**config.mk**
```make
export PLATFORM = sky130hd
export DESIGN_NAME = ring_neighbor_exclusion_arbiter_core
export DESIGN_NICKNAME = d
export VERILOG_FILES = /design/src/sv/rnea_pkg.sv /design/src/sv/rnea_ring.sv /design/src/sv/ring_neighbor_exclusion_arbiter_core.sv
export SDC_FILE = /design/constraint.sdc
export NUM_CORES = 1
export LEC_CHECK = 0
export BUFFER_PORTS_ARGS = -buffer_cell sky130_fd_sc_hd__buf_2
export CAP_MARGIN = 10
export CORE_MARGIN = 10
export CORE_UTILIZATION = 55
export DETAILED_ROUTE_END_ITERATION = 12
export PLACE_DENSITY = 0.7
export SETUP_SLACK_MARGIN = 0.4
export SLEW_MARGIN = 5
export SYNTH_ARGS = -nofsm -noshare
export SYNTH_HDL_FRONTEND = slang
export SYNTH_SLANG_ARGS = --single-unit
```
**constraint.sdc**
```tcl
create_clock -name i_clk -period 22.8 [get_ports i_clk]
set_input_delay 4.56 -clock i_clk [delete_from_list [all_inputs] [get_ports i_clk]]
set_output_delay 4.56 -clock i_clk [all_outputs]
set_load 0.05 [all_outputs]
```
**src/sv/rnea_pkg.sv**
```systemverilog
// Shared types and constants for the ring neighbor exclusion arbiter.
// Seat state codes, request codes, index widths and ring direction.
// No dependencies.
`timescale 1ns / 1ps
`default_nettype none

package rnea_pkg;

    localparam int MAX_SEATS     = 256;
    localparam int MIN_SEATS     = 2;
    localparam int NUM_SEATS_RST = 5;

    localparam int CFG_W   = 9;
    localparam int SEAT_W  = 8;
    localparam int IDX_W   = $clog2(MAX_SEATS);
    localparam int CNT_W   = $clog2(MAX_SEATS + 1);
    localparam int SAT_W   = (CNT_W > CFG_W) ? CNT_W : CFG_W;

    localparam int IN_DATA_W  = 8;
    localparam int OUT_DATA_W = 24;
    localparam int OUT_PAD_W  = OUT_DATA_W - (2 * SEAT_W + 2);

    localparam logic OP_ACQUIRE = 1'b0;
    localparam logic OP_RELEASE = 1'b1;

    typedef logic [IDX_W-1:0] t_idx;
    typedef logic [CNT_W-1:0] t_cnt;

    typedef enum logic [1:0] {
        ST_THINKING = 2'd0,
        ST_HUNGRY   = 2'd1,
        ST_EATING   = 2'd2
    } t_seat_st;

    typedef enum logic {
        DIR_LEFT  = 1'b0,
        DIR_RIGHT = 1'b1
    } t_dir;

    typedef struct packed {
        t_idx idx;
        t_dir dir;
    } t_ring_req;

endpackage

`default_nettype wire

```
**src/sv/rnea_ring.sv**
```systemverilog
// Ring neighbor unit: one compare-and-subtract that wraps a seat index
// left or right around a ring of the given seat count.
// Depends on rnea_pkg.
`timescale 1ns / 1ps
`default_nettype none

module rnea_ring (
    input  wire rnea_pkg::t_ring_req i_req,
    input  wire rnea_pkg::t_cnt      i_count,
    output rnea_pkg::t_idx           o_neighbor
);

    rnea_pkg::t_cnt w_base;
    rnea_pkg::t_cnt w_sum;
    rnea_pkg::t_cnt w_res;

    assign w_base = rnea_pkg::CNT_W'(i_req.idx);

    always_comb begin
        unique case (i_req.dir)
            rnea_pkg::DIR_LEFT: begin
                w_sum = (w_base == '0) ? i_count : w_base;
                w_res = w_sum - rnea_pkg::CNT_W'(1);
            end
            rnea_pkg::DIR_RIGHT: begin
                w_sum = w_base + rnea_pkg::CNT_W'(1);
                w_res = (w_sum >= i_count) ? (w_sum - i_count) : w_sum;
            end
            default: begin
                w_sum = w_base;
                w_res = w_base;
            end
        endcase
    end

    assign o_neighbor = w_res[rnea_pkg::IDX_W-1:0];

endmodule

`default_nettype wire

```
**src/sv/ring_neighbor_exclusion_arbiter_core.sv**
```systemverilog
// Top level of the ring neighbor exclusion arbiter: sequencer, seat state
// memory, seat count register and the request / result stream ports.
// Depends on rnea_pkg and rnea_ring.
//
// Channel   Dir  Handshake                  Payload
// s_axis    in   i_s_axis_tvalid/o_..tready tdata: seat; tuser: opcode
// m_axis    out  o_m_axis_tvalid/i_..tready tdata: grants; tuser: bad_seat
// cfg       in   i_cfg_wr_en                i_cfg_wr_data: num_seats
//
// After reset a clearing pass writes every seat to thinking, with the input
// not ready; config writes are taken during it. An accepted acquire steps
// through WRITE, RD_C, RD_L, RD_R and DECIDE to OUT; a release runs RD_C to
// DECIDE once per neighbor; a bad seat goes straight to OUT. The seat memory
// is read one entry a cycle through the shared ring neighbor unit. The result
// is held until taken; the input is ready again the cycle after it is taken.
`timescale 1ns / 1ps
`default_nettype none

module ring_neighbor_exclusion_arbiter_core (
    input  wire                              i_clk,
    input  wire                              i_rst_n,
    input  wire                              i_cfg_wr_en,
    input  wire [rnea_pkg::CFG_W-1:0]        i_cfg_wr_data,
    input  wire                              i_s_axis_tvalid,
    output logic                             o_s_axis_tready,
    // seat[7:0]
    input  wire [rnea_pkg::IN_DATA_W-1:0]    i_s_axis_tdata,
    // opcode[0]
    input  wire                              i_s_axis_tuser,
    output logic                             o_m_axis_tvalid,
    input  wire                              i_m_axis_tready,
    // first_valid[0], first_seat[8:1], second_valid[9], second_seat[17:10]
    output logic [rnea_pkg::OUT_DATA_W-1:0]  o_m_axis_tdata,
    // bad_seat[0]
    output logic                             o_m_axis_tuser
);

    typedef enum logic [2:0] {
        S_CLEAR,
        S_IDLE,
        S_WRITE,
        S_RD_C,
        S_RD_L,
        S_RD_R,
        S_DECIDE,
        S_OUT
    } t_state;

    t_state                      r_state;
    logic [rnea_pkg::CFG_W-1:0]  r_num_seats;
    rnea_pkg::t_idx              r_clr;
    logic                        r_op;
    logic                        r_phase;
    rnea_pkg::t_idx              r_seat;
    rnea_pkg::t_idx              r_cur;
    rnea_pkg::t_seat_st          r_c_st;
    rnea_pkg::t_seat_st          r_l_st;
    rnea_pkg::t_seat_st          r_rd;
    logic                        r_fv;
    rnea_pkg::t_idx              r_fs;
    logic                        r_sv;
    rnea_pkg::t_idx              r_ss;
    logic                        r_bad;

    rnea_pkg::t_seat_st          r_mem [rnea_pkg::MAX_SEATS];

    logic [rnea_pkg::SAT_W-1:0]  w_ns_wide;
    logic [rnea_pkg::SAT_W-1:0]  w_n_sat;
    rnea_pkg::t_cnt              w_count;
    logic                        w_bad;
    rnea_pkg::t_ring_req         w_ring_req;
    rnea_pkg::t_idx              w_neighbor;
    rnea_pkg::t_idx              w_raddr;
    logic                        w_we;
    rnea_pkg::t_idx              w_waddr;
    rnea_pkg::t_seat_st          w_wdata;
    logic                        w_grant;

    // Seat count in use, saturated to the legal range
    assign w_ns_wide = rnea_pkg::SAT_W'(r_num_seats);

    always_comb begin
        priority if (w_ns_wide < rnea_pkg::SAT_W'(rnea_pkg::MIN_SEATS)) begin
            w_n_sat = rnea_pkg::SAT_W'(rnea_pkg::MIN_SEATS);
        end else if (w_ns_wide > rnea_pkg::SAT_W'(rnea_pkg::MAX_SEATS)) begin
            w_n_sat = rnea_pkg::SAT_W'(rnea_pkg::MAX_SEATS);
        end else begin
            w_n_sat = w_ns_wide;
        end
    end

    assign w_count = w_n_sat[rnea_pkg::CNT_W-1:0];
    assign w_bad   = rnea_pkg::SAT_W'(i_s_axis_tdata) >= w_n_sat;

    always_comb begin
        unique case (r_state)
            S_WRITE:  w_ring_req = '{idx: r_seat, dir: rnea_pkg::DIR_LEFT};
            S_RD_R:   w_ring_req = '{idx: r_cur,  dir: rnea_pkg::DIR_RIGHT};
            S_DECIDE: w_ring_req = '{idx: r_seat, dir: rnea_pkg::DIR_RIGHT};
            default:  w_ring_req = '{idx: r_cur,  dir: rnea_pkg::DIR_LEFT};
        endcase
    end

    rnea_ring u_ring (
        .i_req      (w_ring_req),
        .i_count    (w_count),
        .o_neighbor (w_neighbor)
    );

    assign w_raddr = (r_state == S_RD_C) ? r_cur : w_neighbor;
    assign w_grant = (r_c_st == rnea_pkg::ST_HUNGRY) &&
                     (r_l_st != rnea_pkg::ST_EATING) &&
                     (r_rd != rnea_pkg::ST_EATING);

    always_comb begin
        w_we    = 1'b0;
        w_waddr = r_cur;
        w_wdata = rnea_pkg::ST_EATING;
        unique case (r_state)
            S_CLEAR: begin
                w_we    = 1'b1;
                w_waddr = r_clr;
                w_wdata = rnea_pkg::ST_THINKING;
            end
            S_WRITE: begin
                w_we    = 1'b1;
                w_waddr = r_seat;
                w_wdata = (r_op == rnea_pkg::OP_RELEASE) ? rnea_pkg::ST_THINKING
                                                         : rnea_pkg::ST_HUNGRY;
            end
            S_DECIDE: begin
                w_we    = w_grant;
                w_waddr = r_cur;
                w_wdata = rnea_pkg::ST_EATING;
            end
            default: begin
                w_we = 1'b0;
            end
        endcase
    end

    always_ff @(posedge i_clk) begin
        if (w_we) begin
            r_mem[w_waddr] <= w_wdata;
        end
        r_rd <= r_mem[w_raddr];
    end

    always_ff @(posedge i_clk) begin
        if (!i_rst_n) begin
            r_num_seats <= rnea_pkg::CFG_W'(rnea_pkg::NUM_SEATS_RST);
        end else if (i_cfg_wr_en) begin
            r_num_seats <= i_cfg_wr_data;
        end
    end

    always_ff @(posedge i_clk) begin
        if (!i_rst_n) begin
            r_state <= S_CLEAR;
            r_clr   <= '0;
            r_phase <= 1'b0;
        end else begin
            unique case (r_state)
                S_CLEAR: begin
                    r_clr <= r_clr + rnea_pkg::IDX_W'(1);
                    if (r_clr == rnea_pkg::IDX_W'(rnea_pkg::MAX_SEATS - 1)) begin
                        r_state <= S_IDLE;
                    end
                end
                S_IDLE: begin
                    if (i_s_axis_tvalid) begin
                        r_op    <= i_s_axis_tuser;
                        r_seat  <= rnea_pkg::IDX_W'(i_s_axis_tdata);
                        r_bad   <= w_bad;
                        r_fv    <= 1'b0;
                        r_fs    <= '0;
                        r_sv    <= 1'b0;
                        r_ss    <= '0;
                        r_phase <= 1'b0;
                        r_state <= w_bad ? S_OUT : S_WRITE;
                    end
                end
                S_WRITE: begin
                    r_cur   <= (r_op == rnea_pkg::OP_RELEASE) ? w_neighbor : r_seat;
                    r_state <= S_RD_C;
                end
                S_RD_C: begin
                    r_state <= S_RD_L;
                end
                S_RD_L: begin
                    r_c_st  <= r_rd;
                    r_state <= S_RD_R;
                end
                S_RD_R: begin
                    r_l_st  <= r_rd;
                    r_state <= S_DECIDE;
                end
                S_DECIDE: begin
                    if (w_grant) begin
                        if (r_phase) begin
                            r_sv <= 1'b1;
                            r_ss <= r_cur;
                        end else begin
                            r_fv <= 1'b1;
                            r_fs <= r_cur;
                        end
                    end
                    if ((r_op == rnea_pkg::OP_RELEASE) && !r_phase) begin
                        r_phase <= 1'b1;
                        r_cur   <= w_neighbor;
                        r_state <= S_RD_C;
                    end else begin
                        r_state <= S_OUT;
                    end
                end
                S_OUT: begin
                    if (i_m_axis_tready) begin
                        r_state <= S_IDLE;
                    end
                end
                default: begin
                    r_state <= S_IDLE;
                end
            endcase
        end
    end

    assign o_s_axis_tready = (r_state == S_IDLE);
    assign o_m_axis_tvalid = (r_state == S_OUT);
    assign o_m_axis_tdata  = {{rnea_pkg::OUT_PAD_W{1'b0}},
                              rnea_pkg::SEAT_W'(r_ss), r_sv,
                              rnea_pkg::SEAT_W'(r_fs), r_fv};
    assign o_m_axis_tuser  = r_bad;

    a_one_at_a_time: assert property (@(posedge i_clk) disable iff (!i_rst_n)
        (i_s_axis_tvalid && o_s_axis_tready) |=> !o_s_axis_tready)
        else $error("input ready while a word is in work");

    a_no_overlap: assert property (@(posedge i_clk) disable iff (!i_rst_n)
        o_s_axis_tready |-> !o_m_axis_tvalid)
        else $error("input ready while a result waits");

    a_bad_no_grant: assert property (@(posedge i_clk) disable iff (!i_rst_n)
        (o_m_axis_tvalid && o_m_axis_tuser) |-> (!o_m_axis_tdata[0] && !o_m_axis_tdata[9]))
        else $error("grant reported on a rejected seat");

    a_acq_single: assert property (@(posedge i_clk) disable iff (!i_rst_n)
        (o_m_axis_tvalid && (r_op == rnea_pkg::OP_ACQUIRE)) |-> !r_sv)
        else $error("second grant on an acquire");

endmodule

`default_nettype wire

```
==> summary.md <==
| Metric | Value |
|---|---|
| Required time worst endpoint | `23.35 ns` |
| Via density | `6.46` |
| Final hold vios | `0` |
| Grt peak-use layer | `met2` |
| Latest clock arrival within the worst-skew pair | `0.63 ns` |
| Seq. cell area | `0.0170 mm^2` |
| Flop pwr share | `54.7%` |
| CTS resizes | `0` |
| Die area | `0.0573 mm^2` |
| Clk network pwr share | `approximately 43%` |
| Port bufs | `43` |
| Number of sinks on the clock net | `575` |
| Area growth syn-to-layout | `8.38%` |
| Routing usage on met1 | `34.7%` |
| Total of max-cap violations | `0` |
| Initial antenna violation count | `0` |
| Primary FF master, synth | `edfxtp_1` |
| Worst-path cell chain | `nor2b_2 -> buf_4 -> mux2_2 -> ha_1 -> a21o_1 -> and2_1 -> ha_1 -> nand3_1 -> or3_1 -> o211a_1 -> o221ai_4 -> buf_4 -> and2_4 -> buf_4 -> buf_4 -> nand2_1 -> and3_4 -> a311oi_2 -> a31oi_1 -> a2111oi_0 -> a21oi_1 -> a32oi_1` |
| Via count of the first global-routing pass | `between 15000 and 20000` |
| Worst hold margin | `0.462 ns` |
| Post-synth EDFFs | `between 500 and 600` |
| R2R setup slack | `14.45 ns` |
| Antenna cells | `0` |
| Cells after DPL | `2857` |
| CTS Buf Count | `between 50 and 60` |
| Initial Util | `55.6%` |
| Io pins | `50` |
| Hold path startpoint | `r_rd[1]$_DFF_P_` |
| Die Wd | `239 um` |
| Core Box Area | `0.0476 mm^2` |
| Worst reg2reg path depth | `22` |
| Max-slew violation count | `0` |
| H-Tree Depth | `2` |
| First-pass GRT wire length | `113000 um` |
| Crit path arrival time | `8.90 ns` |
| CTS Root Cell | `clkbuf_16` |
| Met3 Use GR | `under 10%` |
| Yosys top cell by area | `edfxtp_1` |
| Non-filler cells, final | `just under 3000` |
| DR WL/cell | `25.6 um` |
| Largest net degree at the start of global routing | `257` |
| Setup_tns | `0 ns` |
| Sequential cell area fraction in the yosys report | `64.3%` |
| Final GP Congestion | `about 0.91` |
| Reg2Reg Launch Point | `r_state[1]$_SDFFE_PN0P_` |
| #FFs+latches synth | `between 500 and 600` |
| Ys async rst share | `0%` |
| Outcome | `complete, no violations` |
| Syn avg cell area | `11.3 um^2` |
| Fin crit period | `8.35 ns` |
| Dpl hpwl | `45000 um` |
| Gate power share | `under 10%` |
| Core Rows | `80` |
| Mapped Area | `roughly 0.026 mm^2` |
| Global routing usage on met2 | `41.1%` |
| P per Cell Area | `between 70 and 80 mW/mm^2` |
| Commonest cells in the netlist | `552 x edfxtp_1, 475 x nand2_1, 324 x nor2_1` |
| Hold path cells | `0` |
| GRT overflow | `0` |
| Ratio of cells with drive above 1 in the final layout | `under 10%` |
| CP max-delay cell | `dfxtp_1` |
| Peak supply drop | `about 0.000077 V` |
| Reg2reg end | `r_rd[0]$_DFF_P_` |
| Mapped Cells | `2339` |
| Post-Route Skew | `0.0159 ns` |
| Filler instances | `3781` |
| Nature of the critical path startpoint | `flip-flop` |
| First-pass detailed-route iteration total | `6` |
| CTS tree | `yes` |
| Initial detailed-routing violation count | `2511` |
| Hold Path Class | `flip-flop to flip-flop` |
| RSZ-0062 raised after global routing | `no` |
| Most frequent CP cell | `buf_4` |
| Ys Warns | `0` |
| Pleak | `~0.0095 uW` |
| Headroom to the max-slew limit | `approximately an eighth` |
| Max incr delay on CP | `0.84 ns` |
| Total GRT Usage | `roughly 26%` |
| Synth unique cells | `80` |
| Final net count | `between 2000 and 2500` |
| Crit share post-route | `between 30 and 40%` |
| Least-Margin Pin Slew | `1.32 ns` |
| Count leader, synth | `edfxtp_1` |
| Net Sw Frac | `20.6%` |
| Final setup viols | `0` |
| Hold_buf cts | `0` |
| CP Capture Type | `flip-flop` |
| Fmax | `0.120 GHz` |
| Net Switching | `roughly 430 uW` |
| DR vias | `around 19000` |
| Share of the synthesized area in the top cell type | `62.6%` |
| Worst-case clock buffer depth | `3` |
| Total wire length | `75600 um` |
| Setup bufs post-CTS | `0` |
| Fin util | `60.2%` |
| # DRC | `0` |
| Crit Path Max Fanout | `80` |
| Cell family with most CP delay | `buffers and inverters` |
| Design Power | `2090 uW` |
| Hold path endpoint | `r_c_st[1]$_DFFE_PP_` |
| Internal Pwr Total | `1660 uW` |
| Critical path buffer and inverter count | `4` |
| Critical path class | `flip-flop to flip-flop` |
| Die Span Y | `between 200 and 250 um` |
| Multi-input combinational cell area | `about 0.0086 mm^2` |
| Synth area leaders | `edfxtp_1 63%, nand2_1 6.7%, nor2_1 4.6%` |
| Routed Antenna Nets | `0` |
| Reg clk slew, reported paths | `0.06 ns` |
metrics by stage:
| stage | area, um^2 | worst slack, ns |
|---|---|---|
| 3_5_place_dp | 26900 | 14.60 |
| 2_1_floorplan | 26500 | 5.86 |
| 4_1_cts | 28700 | 14.61 |
| 3_3_place_gp | 26900 | 14.74 |
| 5_1_grt | 28700 | 14.09 |
| 6_report | 28700 | 14.45 |
area by class of cell:
cell class | instances | share of cell area, %
Clock buffer | 67 | 5.17
Clock inverter | 35 | 1.02
Inverter | 14 | 0.201
Multi-Input combinational cell | 1580 | 29.9
Sequential cell | 575 | 59.4
Tap cell | 615 | 2.68
Timing Repair Buffer | 73 | 1.62
power by group through the flow:
| stage | Combinational [uW] | Clock [uW] | Sequential, uW |
|---|---|---|---|
| 2_1_floorplan | 27.0 | 0 | 1170 |
| 3_3_place_gp | 40.2 | 0 | 1170 |
| 3_5_place_dp | 41.1 | 0 | 1170 |
| 4_1_cts | 41.2 | 917 | 1150 |
| 5_1_grt | 45.3 | 959 | 1140 |
| 6_report | 42.3 | 907 | 1150 |
state kept, by name, indices dropped and copies added, names as in the netlist, 2 cells and up:
signal / cells
r_c_st: 2
r_rd: 2
r_clr: 8
r_num_seats: 9
r_ss: 8
r_state: 3
r_seat: 8
r_l_st: 2
r_fs: 8
r_cur: 8
r_mem: 512
worst register-to-register path, delay by kind of cell (launching register included):
family                     cells  cell delay (ns)
AOI/OAI and AO/OA              8             2.23
buffers and inverters          4             2.37
muxes                          1             0.44
and+or+nand+nor                7             1.75
DFF                            1             0.84
adders and majority gates      2             0.64
cell usage in the layout, fill, tap and decap left out, types with 39 or more instances in the layout:
cell       count
buf_2         43
edfxtp_1     552
a211oi_1      58
a311oi_1      39
a31oi_1       57
nor2_1       324
o21ai_0       43
mux2i_1       46
a21oi_1       53
clkbuf_16     58
and3_1        86
nand3_1      122
nand2_1      474
routing by layer:
| layer | part of all wire (%) | up-vias |
|---|---|---|
| li1 | - | 8513 |
| met1 | 39 | 9318 |
| met2 | 47 | 1107 |
| met3 | 10 | 177 |
| met4 | 3.9 | 0 |
| met5 | 0 | - |
cell families (layout without fill, tap and decap cells):
family,count (synthesis),after routing,share of synthesized area [%]
compound gates,371,371,10.1
xor+xnor,18,18,0.595
fa+ha+maj,22,22,1.07
buf+inv,189,189,3.59
flops,575,575,64.3
mux,56,56,2.16
other cells,1,6,0.0142
simple gates,1107,1107,18.2
how the worst max path moves through the flow:
stage                                        to  slack [ns]  cells past startpoint                    start
after global placement          r_rd[0]$_DFF_P_       14.74                     23  r_state[1]$_SDFFE_PN0P_
after CTS                       r_rd[0]$_DFF_P_       14.61                     23  r_state[1]$_SDFFE_PN0P_
final                           r_rd[0]$_DFF_P_       14.45                     22  r_state[1]$_SDFFE_PN0P_
after floorplan           r_mem[0][0]$_DFFE_PP_        5.86                      4  r_state[2]$_SDFFE_PN0P_
after global routing            r_rd[0]$_DFF_P_       14.09                     23  r_state[1]$_SDFFE_PN0P_
after detailed placement        r_rd[0]$_DFF_P_       14.60                     23  r_state[1]$_SDFFE_PN0P_
Power figures use the tool's default switching activity.
